`src/ttt_pkg.sv`:
```
package ttt_pkg;

    // Table geometry.
    localparam int MAX_TIMERS  = 16;
    localparam int MAX_RESULTS = 16;
    localparam int IDXW  = (MAX_TIMERS > 1) ? $clog2(MAX_TIMERS) : 1;
    localparam int CNTW  = $clog2(MAX_TIMERS + 1);
    localparam int FIREW = $clog2(MAX_RESULTS + 1);

    // Item kinds.
    localparam logic [1:0] KIND_SCHEDULE = 2'd0;
    localparam logic [1:0] KIND_KILL     = 2'd1;
    localparam logic [1:0] KIND_TICK     = 2'd2;
    localparam logic [1:0] KIND_UNUSED   = 2'd3;

    // Result status codes.
    localparam logic [1:0] ST_OK        = 2'd0;
    localparam logic [1:0] ST_BAD_ID    = 2'd1;
    localparam logic [1:0] ST_NOT_FOUND = 2'd2;
    localparam logic [1:0] ST_FULL      = 2'd3;

    typedef struct packed {
        logic [1:0]  kind;
        logic [15:0] timer_id;
        logic [31:0] delay_ticks;
        logic        periodic;
    } t_in_item;

    typedef struct packed {
        logic [1:0]  status;
        logic        fire;
        logic [15:0] fired_id;
        logic        last;
    } t_out_item;

    // One stored timer.
    typedef struct packed {
        logic [15:0] id;
        logic [31:0] delay;
        logic [31:0] elapsed;
        logic        periodic;
    } t_entry;

    // Outcome of evaluating one entry against the current transaction.
    typedef struct packed {
        logic   keep;
        logic   match;
        logic   fire;
        t_entry entry;
    } t_eval;

endpackage

```
`src/ttt_ram.sv`:
```
module ttt_ram #(
    parameter int WIDTH = 8,
    parameter int DEPTH = 16
) (
    input  logic                                    i_clk,
    input  logic                                    i_we,
    input  logic [((DEPTH > 1) ? $clog2(DEPTH) : 1)-1:0] i_waddr,
    input  logic [WIDTH-1:0]                        i_wdata,
    input  logic                                    i_re,
    input  logic [((DEPTH > 1) ? $clog2(DEPTH) : 1)-1:0] i_raddr,
    output logic [WIDTH-1:0]                        o_rdata
);

    logic [WIDTH-1:0] r_mem [DEPTH];
    logic [WIDTH-1:0] r_rdata;

    // One write port and one registered read port.
    always_ff @(posedge i_clk) begin
        if (i_we) begin
            r_mem[i_waddr] <= i_wdata;
        end
        if (i_re) begin
            r_rdata <= r_mem[i_raddr];
        end
    end

    assign o_rdata = r_rdata;

endmodule

```
`src/ttt_eval.sv`:
```
module ttt_eval
    import ttt_pkg::*;
(
    input  t_in_item i_item,
    input  t_entry   i_entry,
    output t_eval    o_res
);

    logic [31:0] elapsed_inc;
    logic        id_match;

    // Saturating tick count and id compare for the entry under evaluation.
    assign elapsed_inc = (i_entry.elapsed == '1) ? i_entry.elapsed
                                                 : i_entry.elapsed + 32'd1;
    assign id_match = (i_entry.id == i_item.timer_id);

    always_comb begin
        o_res.keep  = 1'b1;
        o_res.match = id_match;
        o_res.fire  = 1'b0;
        o_res.entry = i_entry;
        unique case (i_item.kind)
            KIND_SCHEDULE: begin
                // A matching entry is replaced in place, or dropped on zero delay.
                if (id_match) begin
                    if (i_item.delay_ticks == 32'd0) begin
                        o_res.keep = 1'b0;
                    end else begin
                        o_res.entry.delay    = i_item.delay_ticks;
                        o_res.entry.elapsed  = 32'd0;
                        o_res.entry.periodic = i_item.periodic;
                    end
                end
            end
            KIND_KILL: begin
                o_res.keep = !id_match;
            end
            KIND_TICK: begin
                // Expired one-shot entries drop out; periodic ones restart.
                o_res.fire = (elapsed_inc >= i_entry.delay);
                o_res.keep = !o_res.fire || i_entry.periodic;
                o_res.entry.elapsed = o_res.fire ? 32'd0 : elapsed_inc;
            end
            default: begin
                o_res.keep = 1'b1;
            end
        endcase
    end

endmodule

```
`src/tick_timer_table_core.sv`:
```
// Timer table with up to MAX_TIMERS entries, kept packed in table order.
// Input channel (i_in_valid / o_in_stall / i_in_item): one transaction is a
// schedule, kill or tick command. Output channel (o_out_valid / i_out_stall /
// o_out_item): result transactions; the final result of each command has last set.
// A schedule or kill gives one result; a tick gives one result per expired
// timer in table order (at most MAX_RESULTS), or a single no-fire result.
// Each command walks the whole table through one shared entry evaluator and
// a single-port-read table RAM, one entry per cycle unless a held fire result
// stalls it, compacting removed entries as it goes. A schedule or kill with
// id zero, an unused kind, or any command on an empty table skips the walk
// and goes straight to its final result. o_in_stall is high for the
// whole walk. The output register lets the next command start while the
// previous result is still waiting. A tick that finds a second expired timer
// while its earlier fire result cannot leave yet holds the walk until the
// output register frees up. Reset empties the table and drops any pending
// output; the table contents themselves are not cleared.
module tick_timer_table_core
    import ttt_pkg::*;
(
    input  logic      i_clk,
    input  logic      i_rst_n,
    input  logic      i_in_valid,
    output logic      o_in_stall,
    input  t_in_item  i_in_item,
    output logic      o_out_valid,
    input  logic      i_out_stall,
    output t_out_item o_out_item
);

    typedef enum logic [1:0] {
        S_IDLE,
        S_WALK,
        S_FINISH
    } t_state;

    t_state    r_state,      n_state;
    t_in_item  r_item,       n_item;
    logic [CNTW-1:0]  r_count, n_count;
    logic [IDXW-1:0]  r_rd,    n_rd;
    logic [CNTW-1:0]  r_wr,    n_wr;
    logic             r_found, n_found;
    logic             r_pend_valid, n_pend_valid;
    logic [15:0]      r_pend_id,    n_pend_id;
    logic [FIREW-1:0] r_fires,      n_fires;
    logic             r_out_valid,  n_out_valid;
    t_out_item        r_out,        n_out;

    logic             ram_we;
    logic             ram_re;
    logic [IDXW-1:0]  ram_waddr;
    logic [IDXW-1:0]  ram_raddr;
    t_entry           ram_wdata;
    t_entry           ram_rdata;
    t_eval            ev;

    logic             accept;
    logic             can_push;
    logic             in_direct;
    logic             item_direct;
    logic             fire_rep;
    logic             hold;
    logic             walk_last;

    ttt_ram #(
        .WIDTH ($bits(t_entry)),
        .DEPTH (MAX_TIMERS)
    ) u_ram (
        .i_clk   (i_clk),
        .i_we    (ram_we),
        .i_waddr (ram_waddr),
        .i_wdata (ram_wdata),
        .i_re    (ram_re),
        .i_raddr (ram_raddr),
        .o_rdata (ram_rdata)
    );

    ttt_eval u_eval (
        .i_item  (r_item),
        .i_entry (ram_rdata),
        .o_res   (ev)
    );

    // Handshake terms.
    assign accept   = i_in_valid && (r_state == S_IDLE);
    assign can_push = !r_out_valid || !i_out_stall;

    // Commands answered without walking the table.
    assign in_direct = (i_in_item.kind == KIND_UNUSED) ||
                       ((i_in_item.kind != KIND_TICK) && (i_in_item.timer_id == 16'd0));
    assign item_direct = (r_item.kind == KIND_UNUSED) ||
                         ((r_item.kind != KIND_TICK) && (r_item.timer_id == 16'd0));

    // Walk control for the entry whose data sits in the RAM output register.
    assign fire_rep  = (r_item.kind == KIND_TICK) && ev.fire &&
                       (r_fires < FIREW'(MAX_RESULTS));
    assign hold      = fire_rep && r_pend_valid && !can_push;
    assign walk_last = ((CNTW'(r_rd) + CNTW'(1)) == r_count);

    // Sequencer next-state logic.
    always_comb begin
        n_state      = r_state;
        n_item       = r_item;
        n_count      = r_count;
        n_rd         = r_rd;
        n_wr         = r_wr;
        n_found      = r_found;
        n_pend_valid = r_pend_valid;
        n_pend_id    = r_pend_id;
        n_fires      = r_fires;
        n_out_valid  = r_out_valid && i_out_stall;
        n_out        = r_out;
        ram_we       = 1'b0;
        ram_re       = 1'b0;
        ram_waddr    = r_wr[IDXW-1:0];
        ram_raddr    = r_rd;
        ram_wdata    = ev.entry;

        unique case (r_state)
            S_IDLE: begin
                // Take a command and, unless it is answered directly or the table is empty, start reading entry zero.
                if (accept) begin
                    n_item       = i_in_item;
                    n_rd         = '0;
                    n_wr         = '0;
                    n_found      = 1'b0;
                    n_pend_valid = 1'b0;
                    n_fires      = '0;
                    if (in_direct || (r_count == '0)) begin
                        n_state = S_FINISH;
                    end else begin
                        ram_re    = 1'b1;
                        ram_raddr = '0;
                        n_state   = S_WALK;
                    end
                end
            end
            S_WALK: begin
                // Evaluate one entry, write it back compacted if kept, fetch the next; all wait while held.
                if (!hold) begin
                    if (ev.keep) begin
                        ram_we = 1'b1;
                        n_wr   = r_wr + CNTW'(1);
                    end
                    if (ev.match) begin
                        n_found = 1'b1;
                    end
                    if (fire_rep) begin
                        if (r_pend_valid) begin
                            n_out_valid = 1'b1;
                            n_out       = '{status: ST_OK, fire: 1'b1,
                                            fired_id: r_pend_id, last: 1'b0};
                        end
                        n_pend_valid = 1'b1;
                        n_pend_id    = ram_rdata.id;
                        n_fires      = r_fires + FIREW'(1);
                    end
                    if (walk_last) begin
                        n_state = S_FINISH;
                    end else begin
                        n_rd      = r_rd + IDXW'(1);
                        ram_re    = 1'b1;
                        ram_raddr = r_rd + IDXW'(1);
                    end
                end
            end
            S_FINISH: begin
                // Final result, plus the append of a new schedule entry.
                if (can_push) begin
                    n_out_valid = 1'b1;
                    n_out       = '{status: ST_OK, fire: 1'b0, fired_id: 16'd0,
                                    last: 1'b1};
                    n_count     = item_direct ? r_count : r_wr;
                    n_state     = S_IDLE;
                    if (item_direct) begin
                        if (r_item.kind != KIND_UNUSED) begin
                            n_out.status = ST_BAD_ID;
                        end
                    end else begin
                        unique case (r_item.kind)
                            KIND_SCHEDULE: begin
                                if (r_item.delay_ticks == 32'd0) begin
                                    n_out.fire     = 1'b1;
                                    n_out.fired_id = r_item.timer_id;
                                end else if (!r_found) begin
                                    if (r_wr == CNTW'(MAX_TIMERS)) begin
                                        n_out.status = ST_FULL;
                                    end else begin
                                        ram_we    = 1'b1;
                                        ram_wdata = '{id: r_item.timer_id,
                                                      delay: r_item.delay_ticks,
                                                      elapsed: 32'd0,
                                                      periodic: r_item.periodic};
                                        n_count   = r_wr + CNTW'(1);
                                    end
                                end
                            end
                            KIND_KILL: begin
                                if (!r_found) begin
                                    n_out.status = ST_NOT_FOUND;
                                end
                            end
                            KIND_TICK: begin
                                if (r_pend_valid) begin
                                    n_out.fire     = 1'b1;
                                    n_out.fired_id = r_pend_id;
                                end
                            end
                            default: begin
                                n_out.status = ST_OK;
                            end
                        endcase
                    end
                end
            end
            default: begin
                n_state = S_IDLE;
            end
        endcase
    end

    // State and registered outputs.
    always_ff @(posedge i_clk) begin
        r_item    <= n_item;
        r_rd      <= n_rd;
        r_wr      <= n_wr;
        r_found   <= n_found;
        r_pend_id <= n_pend_id;
        r_fires   <= n_fires;
        r_out     <= n_out;
        if (!i_rst_n) begin
            r_state      <= S_IDLE;
            r_count      <= '0;
            r_pend_valid <= 1'b0;
            r_out_valid  <= 1'b0;
        end else begin
            r_state      <= n_state;
            r_count      <= n_count;
            r_pend_valid <= n_pend_valid;
            r_out_valid  <= n_out_valid;
        end
    end

    assign o_in_stall  = (r_state != S_IDLE);
    assign o_out_valid = r_out_valid;
    assign o_out_item  = r_out;

    // The fill count never passes the table size.
    a_count_range: assert property (@(posedge i_clk) disable iff (!i_rst_n)
        r_count <= CNTW'(MAX_TIMERS))
        else $error("timer count exceeds table size");

    // Compaction writes never run ahead of the read pointer.
    a_wr_behind_rd: assert property (@(posedge i_clk) disable iff (!i_rst_n)
        (r_state == S_WALK) |-> (r_wr <= CNTW'(r_rd)))
        else $error("write index passed read index");

    // The table is only written while a command is being processed.
    a_no_idle_write: assert property (@(posedge i_clk) disable iff (!i_rst_n)
        (r_state == S_IDLE) |-> !ram_we)
        else $error("table written while idle");

    // A result that reports no expiry carries a zero id.
    a_fire_id: assert property (@(posedge i_clk) disable iff (!i_rst_n)
        r_out_valid |-> (r_out.fire || (r_out.fired_id == 16'd0)))
        else $error("nonzero id on a non-fire result");

    // A held fire result implies the walk is paused with a full output register.
    a_hold_stall: assert property (@(posedge i_clk) disable iff (!i_rst_n)
        ((r_state == S_WALK) && hold) |=> (r_state == S_WALK))
        else $error("walk left while a fire result was held");

endmodule
```
`config.mk`:
```
export PLATFORM = sky130hd
export DESIGN_NAME = tick_timer_table_core
export DESIGN_NICKNAME = d
export VERILOG_FILES = /design/src/ttt_pkg.sv /design/src/ttt_ram.sv /design/src/ttt_eval.sv /design/src/tick_timer_table_core.sv
export SDC_FILE = /design/constraint.sdc
export NUM_CORES = 2
export LEC_CHECK = 0
export ABC_AREA = 0
export BUFFER_PORTS_ARGS = -buffer_cell sky130_fd_sc_hd__buf_2
export CORE_MARGIN = 10
export CORE_UTILIZATION = 45
export CTS_CLUSTER_DIAMETER = 40
export CTS_CLUSTER_SIZE = 10
export DETAILED_ROUTE_END_ITERATION = 7
export PLACE_DENSITY = 0.65
export SLEW_MARGIN = 20
export SYNTH_ARGS = -nofsm -noshare
export SYNTH_HDL_FRONTEND = slang
export SYNTH_HIERARCHICAL = 1
export SYNTH_SLANG_ARGS = --single-unit
```
`constraint.sdc`:
```
create_clock -name i_clk -period 11.65 [get_ports i_clk]
set_clock_uncertainty 0.1 [all_clocks]
set_input_delay 1.7475 -clock i_clk [delete_from_list [all_inputs] [get_ports i_clk]]
set_output_delay 1.7475 -clock i_clk [all_outputs]
set_load 0.005 [all_outputs]
```
==> metrics.csv <==
stage,metric,value,unit
yosys,synth_top_cell_by_area,edfxtp_1,
yosys,synth_top_family_by_area,multiplexers,
grt,grt_pass1_vias,31296,
detailed_routing,routed_via_density,6.18,
timing,worstMarginPinSlew,1190,ps
clocking,cts_resized,0,
detailed_routing,vias,30361,
floorplan,row_count,133,
timing,max_freq,124,MHz
detailed_routing,drtAntennaViolNets,0,
floorplan,die_h,384,um
yosys,synth.distinct_cells,82,
yosys,synthesis.area,0.0596,mm^2
yosys,netlist.area_leader.share,74.5,%
worst_setup_path,path_class,reg -> reg,
yosys,syn_inst,2920,
yosys,synth-seq-cells,1488,
worst_setup_path,worst_path_largest_cell_delay,980,ps
worst_setup_path,crit_arrival,8630,ps
yosys,yosys.area_share.adder,0.839,%
yosys,synthArstFlopShare,0,%
timing,setup_viol,0,
detailed_routing,drt_iter0_markers,3519,
detailed_routing,drc,0,
worst_setup_path,cp_slowest_cell,nor2b_4,
timing,finalCriticalPeriod,8090,ps
grt,antenna_found_initial,7,
yosys,synth_seq_area_share,74.8,%
power,leakagePower,0.0215,uW
placement,dpl.hpwl,73.2,mm
worst_setup_path,critPathMaxFanout,35,
yosys,synthTopCellsByArea,"edfxtp_1 74%, mux4_2 12%, a22oi_1 2.1%",
layout,final_common_cell,edfxtp_1,
timing,rsz0062_at_grt,no,
yosys,synth.net_count,3015,
layout,fin_nets,3167,
floorplan,core,0.132,mm^2
clocking,clockBufferDepth,3,
min_path,hold_class,reg -> reg,
grt,grt_max_degree,153,
clocking,root_buffer,clkbuf_16,
clocking,cts_buffers,188,
grt,grt_pass1_wl,212,mm
yosys,ys.flop_type,edfxtp_1,
yosys,synth_xor_area_share,0.823,%
grt,overflow,0,
timing,relSlewSlack,20.9,%
layout,diodes,0,
detailed_routing,post_drt_wl_per_cell,29.5,um
yosys,muxShareOfSynthArea,14.2,%
power,p_per_area,273,mW/mm^2
layout,layout-drive-gt1-share,26.1,%
yosys,avgSynthCellArea,20.4,um^2
worst_setup_path,required,12190,ps
yosys,yosysWarnings,6,
worst_setup_path,worstPathCellList,"ha_1, and2_1, and3_1, a2111oi_2, xor2_1, ha_1, nand4_1, nor3_1, or4b_1, a31oi_2, o21a_1, nor2b_1, nand4_1, nor2b_1, a21oi_1, a211o_1, nor2b_4, buf_4, a22oi_1, nand2_1",
yosys,synthSimpleGateAreaFrac,3.45,%
floorplan,die_w,384,um
clocking,ctsHoldBuffers,0,
power,peakVddDrop,0.251,mV
clocking,htreeDepth,4,
run_status,outcome,"complete, no violations",
clocking,cts_setup_buffers,0,
clocking,clkLatencyLatePin,800,ps
timing,hold_viol_final,0,
yosys,synth-compound-area-share,3.94,%
clocking,cts_tree,done,
layout,syn_to_final_growth,13.5,%
timing,fin_tns_setup,0,ps
timing,drv_slew,0,
detailed_routing,first_pass_iters,6,
clocking,clk_pin_slew_worst_paths,50,ps
floorplan,initial_utilization,45.3,%
placement,place.port_buffers,76,
worst_setup_path,startpoint_type,flop,
yosys,synth_edf_count,1479,
floorplan,dieArea,0.147,mm^2
grt,grt_use_total,19.4,%
placement,gp_congestion,0.883,
layout,final_cell_mix,"1479 x edfxtp_1, 324 x mux4_2, 188 x clkbuf_16",
detailed_routing,routed_wirelength,145,mm
power,p_total,18500,uW
floorplan,ios,77,
flow_run,maxCapViolations,0,
clocking,clock-sinks,1488,
worst_setup_path,cp-end-kind,flop,
timing,layout_worst_path_cycle_share,69.4,%
## synth_stat cells (all sizes together), types with 16 or more instances
master / number
a22oi: 164
o21ai: 21
buf: 101
inv: 47
nand3: 34
nor2: 48
xor2: 16
ha: 40
nand2: 134
a21oi: 36
mux4: 324
edfxtp: 1479
nand4: 28
nor4: 32
mux2: 83
a22o: 29
nor2b: 41
nor3: 17
clkbuf: 66
xnor2: 40
## sequential cells by signal, indices dropped and copies added (netlist names), 4 cells and up
signal         flops
o_out_item        20
r_wr               5
r_count            5
u_ram/o_rdata     81
r_pend_id         16
r_item            51
u_ram/r_mem     1296
r_rd               4
r_fires            5
## cell families (layout without fill, tap and decap cells)
logic type | Yosys count | in the layout
buffers and inverters | 214 | 449
AOI/OAI and AO/OA | 316 | 316
xor gates and xnor gates | 56 | 56
DFF | 1488 | 1488
muxes | 414 | 414
and+or+nand+nor | 392 | 392
adders and majority gates | 40 | 40
## worst paths after layout
| kind | startpoint | to | slack, ps | cells after the start |
|---|---|---|---|---|
| max | u_ram/o_rdata[1] | u_ram/o_rdata[13] | 3560 | 20 |
| min | r_state[0] | r_state[0] | 400 | 2 |
| max reg2reg | u_ram/o_rdata[1] | u_ram/o_rdata[13] | 3560 | 20 |
| min reg2reg | r_state[0] | r_state[0] | 400 | 2 |
## layer usage
layer	GRT usage, %	wire length [um]	vias up
met5	0	0	-
met4	5.67	3430	0
met3	3.71	12900	268
met2	31.3	70100	1571
met1	27.0	58300	16073
li1	-	-	12449
## critical path, delay by kind of cell, from the launching register on
kind            cells  cell delay, ps
buf+inv             1             740
xor+xnor            1             170
compound gates      6            1880
simple gates       10            3780
fa+ha+maj           2             690
flops               1             520
## final cells by class
class,count,area (um^2)
fill,10070,64000
tap,1755,2200
timing repair buffer,129,945
clock inverter,65,901
sequential,1488,44600
multi-input combinational,1218,14100
clock buffer,208,4780
inverter,47,176
## stage by stage
step	cell area (um^2)	utilization, %	cells	setup slack (ps)	hold slack (ps)
finish	67700	51.4	4910	3560	395
global route	67700	51.4	4910	3200	419
CTS	67600	51.4	4910	3650	395
detailed placement	62000	47.1	4637	3680	385
global placement	62000	47.1	4637	3870	366
floorplan	59600	-	2920	1010	352
## power by group
part           switching, uW  leakage (uW)  internal, uW
Combinational           3280       0.00527          2260
Clock                   2160       0.00275          3170
Sequential               362        0.0135          7230
Total                   5790        0.0215         12700
Note: power is estimated with default switching activity, not from simulation.
